File: src/hdl/dotq_pkg.sv
// package for the deadline ordered timer queue
// holds beat structs, status codes, entry type and controller states
package dotq_pkg;

    localparam int DepthDef   = 32;
    localparam int MaxResults = 32;
    localparam int DlW        = 48;
    localparam int TagW       = 32;
    localparam int DelayW     = 32;

    typedef enum logic [1:0] {
        ST_POSTED  = 2'd0,
        ST_FULL    = 2'd1,
        ST_EXPIRED = 2'd2,
        ST_NONE    = 2'd3
    } status_t;

    typedef struct packed {
        logic              action;
        logic [DlW-1:0]    now_time;
        logic [DelayW-1:0] delay;
        logic [TagW-1:0]   handle_tag;
    } in_item_t;

    typedef struct packed {
        status_t         status;
        logic [TagW-1:0] out_tag;
        logic [DlW-1:0]  out_deadline;
        logic            last;
    } out_item_t;

    typedef struct packed {
        logic [DlW-1:0]  deadline;
        logic [TagW-1:0] tag;
    } entry_t;

    typedef enum logic [2:0] {
        S_IDLE,
        S_POST_CMP,
        S_POST_WR,
        S_EXP_CMP,
        S_EMIT
    } state_t;

endpackage

File: src/hdl/dotq_mem.sv
// timer entry store: one write port, one registered read port
// depends on dotq_pkg for entry_t
module dotq_mem #(
    parameter int DEPTH = dotq_pkg::DepthDef,
    parameter int AW    = $clog2(DEPTH)
) (
    input  logic                   clk,
    input  logic                   rd_en,
    input  logic [AW-1:0]          rd_addr,
    output dotq_pkg::entry_t       rd_data,
    input  logic                   wr_en,
    input  logic [AW-1:0]          wr_addr,
    input  dotq_pkg::entry_t       wr_data
);
    import dotq_pkg::*;

    entry_t store_mem [DEPTH];
    entry_t rdata_reg;

    always_ff @(posedge clk)
    begin
        if (wr_en)
        begin
            store_mem[wr_addr] <= wr_data;
        end
        if (rd_en)
        begin
            rdata_reg <= store_mem[rd_addr];
        end
    end

    assign rd_data = rdata_reg;

endmodule

File: src/hdl/dotq_ctrl.sv
// sequencer for the timer queue: sorted insert by walking back from the tail,
// expire by popping from the head of a circular store; depends on dotq_pkg
module dotq_ctrl #(
    parameter int DEPTH = dotq_pkg::DepthDef,
    parameter int AW    = $clog2(DEPTH)
) (
    input  logic                 clk,
    input  logic                 rst_n,
    input  logic                 in_valid,
    output logic                 in_stall,
    input  dotq_pkg::in_item_t   in_data,
    output logic                 emit_valid,
    input  logic                 emit_ready,
    output dotq_pkg::out_item_t  emit_item,
    output logic                 rd_en,
    output logic [AW-1:0]        rd_addr,
    input  dotq_pkg::entry_t     rd_data,
    output logic                 wr_en,
    output logic [AW-1:0]        wr_addr,
    output dotq_pkg::entry_t     wr_data
);
    import dotq_pkg::*;

    localparam int CW = $clog2(DEPTH + 1);
    localparam int NW = $clog2(MaxResults + 1);

    state_t           state_reg, state_next;
    logic [AW-1:0]    head_reg, head_next;
    logic [CW-1:0]    count_reg, count_next;
    logic [AW-1:0]    pos_reg, pos_next;
    logic [NW-1:0]    n_reg, n_next;
    logic             hold_reg, hold_next;
    logic [DlW-1:0]   key_reg, key_next;
    logic [TagW-1:0]  tag_reg, tag_next;
    status_t          em_status_reg, em_status_next;
    logic [TagW-1:0]  em_tag_reg, em_tag_next;
    logic [DlW-1:0]   em_dl_reg, em_dl_next;

    logic [DlW:0]     dl_sum;
    logic [DlW-1:0]   dl_sat;
    logic             due;

    function automatic logic [AW-1:0] phys(input logic [AW-1:0] base,
                                           input logic [AW-1:0] off);
        logic [AW:0] s;
        s = {1'b0, base} + {1'b0, off};
        if (s >= (AW+1)'(DEPTH))
        begin
            s = s - (AW+1)'(DEPTH);
        end
        return s[AW-1:0];
    endfunction

    assign dl_sum = {1'b0, in_data.now_time} + (DlW+1)'(in_data.delay);
    assign dl_sat = dl_sum[DlW] ? '1 : dl_sum[DlW-1:0];
    assign due    = (rd_data.deadline <= key_reg);

    always_ff @(posedge clk or negedge rst_n)
    begin
        if (!rst_n)
        begin
            state_reg <= S_IDLE;
            head_reg  <= '0;
            count_reg <= '0;
            pos_reg   <= '0;
            n_reg     <= '0;
            hold_reg  <= 1'b0;
        end
        else
        begin
            state_reg <= state_next;
            head_reg  <= head_next;
            count_reg <= count_next;
            pos_reg   <= pos_next;
            n_reg     <= n_next;
            hold_reg  <= hold_next;
        end
    end

    always_ff @(posedge clk)
    begin
        key_reg       <= key_next;
        tag_reg       <= tag_next;
        em_status_reg <= em_status_next;
        em_tag_reg    <= em_tag_next;
        em_dl_reg     <= em_dl_next;
    end

    always_comb
    begin
        state_next     = state_reg;
        head_next      = head_reg;
        count_next     = count_reg;
        pos_next       = pos_reg;
        n_next         = n_reg;
        hold_next      = hold_reg;
        key_next       = key_reg;
        tag_next       = tag_reg;
        em_status_next = em_status_reg;
        em_tag_next    = em_tag_reg;
        em_dl_next     = em_dl_reg;
        rd_en          = 1'b0;
        rd_addr        = head_reg;
        wr_en          = 1'b0;
        wr_addr        = head_reg;
        wr_data        = '{deadline: key_reg, tag: tag_reg};
        in_stall       = (state_reg != S_IDLE);
        emit_valid     = 1'b0;
        emit_item      = '{status: em_status_reg, out_tag: em_tag_reg,
                           out_deadline: em_dl_reg, last: 1'b1};

        unique case (state_reg)
            S_IDLE:
            begin
                if (in_valid)
                begin
                    em_tag_next = '0;
                    em_dl_next  = '0;
                    if (!in_data.action)
                    begin
                        key_next = dl_sat;
                        tag_next = in_data.handle_tag;
                        if (count_reg == CW'(DEPTH))
                        begin
                            em_status_next = ST_FULL;
                            state_next     = S_EMIT;
                        end
                        else if (count_reg == '0)
                        begin
                            wr_en          = 1'b1;
                            wr_addr        = head_reg;
                            wr_data        = '{deadline: dl_sat, tag: in_data.handle_tag};
                            count_next     = count_reg + CW'(1);
                            em_status_next = ST_POSTED;
                            state_next     = S_EMIT;
                        end
                        else
                        begin
                            pos_next   = count_reg[AW-1:0];
                            rd_en      = 1'b1;
                            rd_addr    = phys(head_reg, count_reg[AW-1:0] - AW'(1));
                            state_next = S_POST_CMP;
                        end
                    end
                    else
                    begin
                        key_next  = in_data.now_time;
                        n_next    = '0;
                        hold_next = 1'b0;
                        if (count_reg == '0)
                        begin
                            em_status_next = ST_NONE;
                            state_next     = S_EMIT;
                        end
                        else
                        begin
                            rd_en      = 1'b1;
                            rd_addr    = head_reg;
                            state_next = S_EXP_CMP;
                        end
                    end
                end
            end

            S_POST_CMP:
            begin
                wr_en   = 1'b1;
                wr_addr = phys(head_reg, pos_reg);
                if (rd_data.deadline > key_reg)
                begin
                    wr_data  = rd_data;
                    pos_next = pos_reg - AW'(1);
                    if (pos_reg == AW'(1))
                    begin
                        state_next = S_POST_WR;
                    end
                    else
                    begin
                        rd_en   = 1'b1;
                        rd_addr = phys(head_reg, pos_reg - AW'(2));
                    end
                end
                else
                begin
                    count_next     = count_reg + CW'(1);
                    em_status_next = ST_POSTED;
                    state_next     = S_EMIT;
                end
            end

            S_POST_WR:
            begin
                wr_en          = 1'b1;
                wr_addr        = head_reg;
                count_next     = count_reg + CW'(1);
                em_status_next = ST_POSTED;
                state_next     = S_EMIT;
            end

            S_EXP_CMP:
            begin
                if (!hold_reg || emit_ready)
                begin
                    if (hold_reg)
                    begin
                        emit_valid     = 1'b1;
                        emit_item.last = !due;
                    end
                    if (!due)
                    begin
                        if (hold_reg)
                        begin
                            state_next = S_IDLE;
                        end
                        else
                        begin
                            em_status_next = ST_NONE;
                            state_next     = S_EMIT;
                        end
                    end
                    else
                    begin
                        em_status_next = ST_EXPIRED;
                        em_tag_next    = rd_data.tag;
                        em_dl_next     = rd_data.deadline;
                        hold_next      = 1'b1;
                        head_next      = phys(head_reg, AW'(1));
                        count_next     = count_reg - CW'(1);
                        n_next         = n_reg + NW'(1);
                        if ((n_reg + NW'(1) == NW'(MaxResults)) || (count_reg == CW'(1)))
                        begin
                            state_next = S_EMIT;
                        end
                        else
                        begin
                            rd_en   = 1'b1;
                            rd_addr = phys(head_reg, AW'(1));
                        end
                    end
                end
            end

            S_EMIT:
            begin
                emit_valid = 1'b1;
                if (emit_ready)
                begin
                    state_next = S_IDLE;
                end
            end

            default:
            begin
                state_next = S_IDLE;
            end
        endcase
    end

`ifndef SYNTH
    a_count_bound: assert property (@(posedge clk) disable iff (!rst_n)
        count_reg <= CW'(DEPTH))
        else $error("entry count above depth");

    a_burst_bound: assert property (@(posedge clk) disable iff (!rst_n)
        n_reg <= NW'(MaxResults))
        else $error("expire burst above limit");

    a_emit_state: assert property (@(posedge clk) disable iff (!rst_n)
        emit_valid |-> (state_reg == S_EMIT) || (state_reg == S_EXP_CMP && hold_reg))
        else $error("beat emitted outside an emitting state");

    a_post_grows: assert property (@(posedge clk) disable iff (!rst_n)
        (state_reg == S_POST_WR) |=> (count_reg == $past(count_reg) + CW'(1)))
        else $error("insert did not grow the store");
`endif

endmodule

File: src/hdl/deadline_ordered_timer_queue.sv
// top level of the deadline ordered timer queue: sequencer, entry store,
// output register; depends on dotq_pkg, dotq_ctrl and dotq_mem
//
//  channel | direction | beat         | handshake
//  in      | input     | in_item_t    | in_valid / in_stall
//  out     | output    | out_item_t   | out_valid / out_stall
//
// a post walks back over each stored timer with a later deadline, one store read each,
// and skips the walk when the store is empty or full
// an expire pops each removed timer from the head, one store read each,
// and reads the head once when none is due in a non-empty store
// the single read port of the entry store serialises these reads
// reset empties the queue at once, no clearing pass
// out_stall holds the output register and, through it, the sequencer
module deadline_ordered_timer_queue #(
    parameter int DEPTH = dotq_pkg::DepthDef
) (
    input  logic                 clk,
    input  logic                 rst_n,
    input  logic                 in_valid,
    output logic                 in_stall,
    input  dotq_pkg::in_item_t   in_data,
    output logic                 out_valid,
    input  logic                 out_stall,
    output dotq_pkg::out_item_t  out_data
);
    import dotq_pkg::*;

    localparam int AW = $clog2(DEPTH);

    logic          emit_valid;
    logic          emit_ready;
    out_item_t     emit_item;
    logic          rd_en;
    logic [AW-1:0] rd_addr;
    entry_t        rd_data;
    logic          wr_en;
    logic [AW-1:0] wr_addr;
    entry_t        wr_data;

    logic          out_valid_reg, out_valid_next;
    out_item_t     out_data_reg, out_data_next;

    dotq_ctrl #(.DEPTH(DEPTH), .AW(AW)) u_ctrl (
        .clk        (clk),
        .rst_n      (rst_n),
        .in_valid   (in_valid),
        .in_stall   (in_stall),
        .in_data    (in_data),
        .emit_valid (emit_valid),
        .emit_ready (emit_ready),
        .emit_item  (emit_item),
        .rd_en      (rd_en),
        .rd_addr    (rd_addr),
        .rd_data    (rd_data),
        .wr_en      (wr_en),
        .wr_addr    (wr_addr),
        .wr_data    (wr_data)
    );

    dotq_mem #(.DEPTH(DEPTH), .AW(AW)) u_mem (
        .clk     (clk),
        .rd_en   (rd_en),
        .rd_addr (rd_addr),
        .rd_data (rd_data),
        .wr_en   (wr_en),
        .wr_addr (wr_addr),
        .wr_data (wr_data)
    );

    assign emit_ready = !out_valid_reg || !out_stall;

    always_comb
    begin
        out_valid_next = out_valid_reg && out_stall;
        out_data_next  = out_data_reg;
        if (emit_valid && emit_ready)
        begin
            out_valid_next = 1'b1;
            out_data_next  = emit_item;
        end
    end

    always_ff @(posedge clk or negedge rst_n)
    begin
        if (!rst_n)
        begin
            out_valid_reg <= 1'b0;
        end
        else
        begin
            out_valid_reg <= out_valid_next;
        end
    end

    always_ff @(posedge clk)
    begin
        out_data_reg <= out_data_next;
    end

    assign out_valid = out_valid_reg;
    assign out_data  = out_data_reg;

endmodule

File: config.mk
export PLATFORM = sky130hd
export DESIGN_NAME = deadline_ordered_timer_queue
export DESIGN_NICKNAME = d
export VERILOG_FILES = /design/src/hdl/dotq_pkg.sv /design/src/hdl/dotq_mem.sv /design/src/hdl/dotq_ctrl.sv /design/src/hdl/deadline_ordered_timer_queue.sv
export SDC_FILE = /design/constraint.sdc
export NUM_CORES = 2
export LEC_CHECK = 0
export BUFFER_PORTS_ARGS = -buffer_cell sky130_fd_sc_hd__clkbuf_2
export CORE_MARGIN = 8
export CORE_UTILIZATION = 56
export CTS_BUF_LIST = sky130_fd_sc_hd__clkbuf_8
export DETAILED_ROUTE_END_ITERATION = 10
export PLACE_DENSITY = 0.72
export SLEW_MARGIN = 5
export SYNTH_ARGS = -nofsm -noshare
export SYNTH_HDL_FRONTEND = slang
export SYNTH_HIERARCHICAL = 1
export SYNTH_SLANG_ARGS = --single-unit
File: constraint.sdc
create_clock -name clk -period 8.7 [get_ports clk]
set_input_delay 1.305 -clock clk [delete_from_list [all_inputs] [get_ports clk]]
set_output_delay 1.305 -clock clk [all_outputs]
set_load 0.1 [all_outputs]
==> run metrics <==
outcome=finished, violations left; failing checks=max-capacitance violations, max-slew violations; Root Driver=clkbuf_8; reg2reg path depth=16; reg2reg setup slack=1.32 ns; starting density of the core=56.1%; initial DRC count=9746; maximum fanout along the worst path=51; Synth top area share=74.8%; Final Cycle Share=84.8%; Overflow after GRT=0; relative max-transition margin=-1.65%; area leader, netlist=edfxtp_1; DP Worst Slack=1.63 ns; Pre-antenna DRT Iters=5; postcts setup bufs=0; Final Skew=0.0862 ns; Pleak=0.0416 uW; H-tree lvl count=5; most area-consuming cells after synthesis=edfxtp_1 75%, mux4_2 6.2%, mux2i_1 5.6%; Routed Antenna Nets=0; Compound-Gate Fraction of Synth Area=5.93%; Pwr per Cell Area=365 nW/um2; Max stage delay on crit path=0.95 ns; # fillers=14200; Tmin final=7.38 ns; total area of sequential cells=87300 um2; critical-path cell list=ha_1, nand4_1, nor4_1, a221oi_1, o22a_1, a21oi_2, nor3_1, xnor2_1, o211ai_1, buf_12, nor2b_4, buf_4, buf_4, a21oi_1, nand3_1, nand4_1; worst reg2reg endpoint=u_mem/rd_data[50]; worst setup margin=1.32 ns; area of the core=206000 um2; Synth Instances=6213; area delta synth->final=11.4%; RSZ-0062 raised after global routing=no; final core occ=62.5%; Yosys warning count=6; Critical Path Start Type=register; Setup crit end kind=register; endpoints failing setup=0; Die ar.=222000 um2; hold buffer count at CTS=0; main combinational cell family by area after synthesis=multiplexers; net count after synthesis=6434; HPWL after DPL=175 mm; clock slew at reported path FFs=0.06 ns; worst setup path start=u_mem/rd_data[40]; clock latency at the later pin of the worst-skew pair=1.13 ns; CP max stage cell=nor4_1; Final #Nets=6915; Die Ht=471 um; Cell Area, Synth=116000 um2; largest net degree at the start of global routing=133; Unique masters post-synth=81; sequential element share of the synthesized area=75.4%; Synth Register Bits=2912; Top FF cell, synth=edfxtp_1; fraction of layout cells with a size suffix above 1=19.2%; Worst Path Arrival=7.95 ns; first-pass GRT wire length=456 mm; Syn Area/Cell=18.6 um2; number of flops mapped to enable cells by yosys=2885; die span in x=471 um; worst hold slack=0.349 ns; Final Hold Fails=0; CTS Buf Count=461; final WL=324 mm; I/O Pins=202; Setup TNS Final=0 ns; clock tree buffer depth=4; Setup CP Type=register to register; simple-gate share of the synthesized area=3.25%; number of global-route vias before repair=63900; initial antenna violation count=26; proportion of synthesized area in mux cells=12.0%; via count=64800; CTS tree=done; post_cts resized=0; async set-reset flop share out of synthesis=0.927%; min-delay worst type=primary input to asynchronous set/reset pin; GP Congestion=0.915; Tot Pwr=47100 uW; VDD IR max=519 uV; Least-Margin Pin Slew=1.51 ns; multi-input combinational cell area=26900 um2; Synth Area in XOR/XNOR=0.507%; f_max=136 MHz; port buffer count=201; WP data required=9.28 ns; Max-cap violations=1; via/cell ratio=6.63; cell row count=167; Adder-Cell Fraction of Synth Area=1.15%; CTS Sinks=2912; Largest register FFs=2560; GRT Util Overall=28.4%; Pins Over Slew Limit=3; drt wl/cell=33.2 um; RR Startpoint=u_mem/rd_data[40]; DR DRC count=0
==> layout make-up <==
cell class                 instances  area share (%)
sequential                      2912            67.7
multi-input combinational       2869            20.8
clock buffer                     467            4.99
tap                             2704            2.62
timing repair buffer             366            2.02
clock inverter                   350            1.50
inverter                          84           0.245
antenna                           21          0.0408
==> Yosys cell counts, types with 6 or more instances <==
cell and count:
nand4_1 65, mux4_2 320, clkbuf_1 150, xor2_1 33, nor2_1 123, nor2b_1 19, o22ai_1 8, nand2b_1 7
nand2_1 172, o211ai_1 8, nor3_1 37, and3_1 11, a221o_1 35, dfrtp_1 27, nand3_1 193, a211oi_1 14
nor4_1 8, o21ai_1 19, a21o_1 27, a31oi_1 70, and2_1 92, buf_4 29, inv_1 83, edfxtp_1 2885
a21oi_1 125, o21a_1 19, mux2i_1 653, buf_2 137, xnor2_1 34, a22o_1 45, buf_6 20, o21ai_0 57
a22oi_1 469, buf_1 11, a32oi_1 6, mux2_2 7, ha_1 100
==> cell families (layout without fill, tap and decap cells) <==
family	count (synthesis)	after routing
adders and majority gates	104	104
DFF	2912	2912
other	0	21
and+or+nand+nor	756	756
AOI/OAI and AO/OA	960	960
buffers and inverters	432	1267
xor gates and xnor gates	67	67
muxes	982	982
==> cells in the final DEF (no fill, tap or decap), drive strengths merged, types with 70 or more instances in the layout <==
cell	instances
ha	100
buf	165
inv	213
edfxtp	2885
nand3	194
a31oi	70
clkbuf	668
nand2	172
o21ai	78
clkinv	199
nor2	125
a22oi	469
a21oi	129
mux4	320
and2	92
mux2i	653
==> routing by layer <==
metal / vias to the layer above / GRT usage [%] / routed length [um]
met2: 4502 / 43.7 / 148000
met5: - / 0 / 47
met3: 792 / 7.49 / 40300
met4: 8 / 11.4 / 13600
li1: 26500 / - / -
met1: 33000 / 39.3 / 122000
==> through the flow <==
step | std cells | instance area [um2]
floorplan | 6213 | 116000
global placement | 8935 | 120000
detailed placement | 8935 | 120000
CTS | 9752 | 129000
global route | 9764 | 129000
finish | 9773 | 129000
==> worst max-delay path, delay by kind of cell, from the launching register on <==
family,cells,cell delay (ns)
and+or+nand+nor,6,2.17
AOI/OAI and AO/OA,5,2.03
buffers and inverters,3,1.40
DFF,1,0.62
adders and majority gates,1,0.41
xor gates and xnor gates,1,0.16
==> worst max-delay path by stage <==
stage | endpoint | slack (ns) | depth (start not counted)
4_1_cts | u_mem/rd_data[50] | 1.60 | 16
2_1_floorplan | u_mem/store_mem[28][0] | 2.06 | 7
6_report | u_mem/rd_data[50] | 1.32 | 16
3_3_place_gp | u_mem/rd_data[50] | 1.66 | 16
5_1_grt | u_mem/rd_data[50] | 1.23 | 16
3_5_place_dp | u_mem/rd_data[50] | 1.63 | 16
==> where the power goes <==
group          total, uW  leakage [uW]  switching, uW  internal (uW)
logic              17100        0.0104          11400           5770
clock network      10700       0.00477           5240           5480
registers          19200        0.0265            683          18600
No activity file was read; power rests on OpenSTA's default activity.
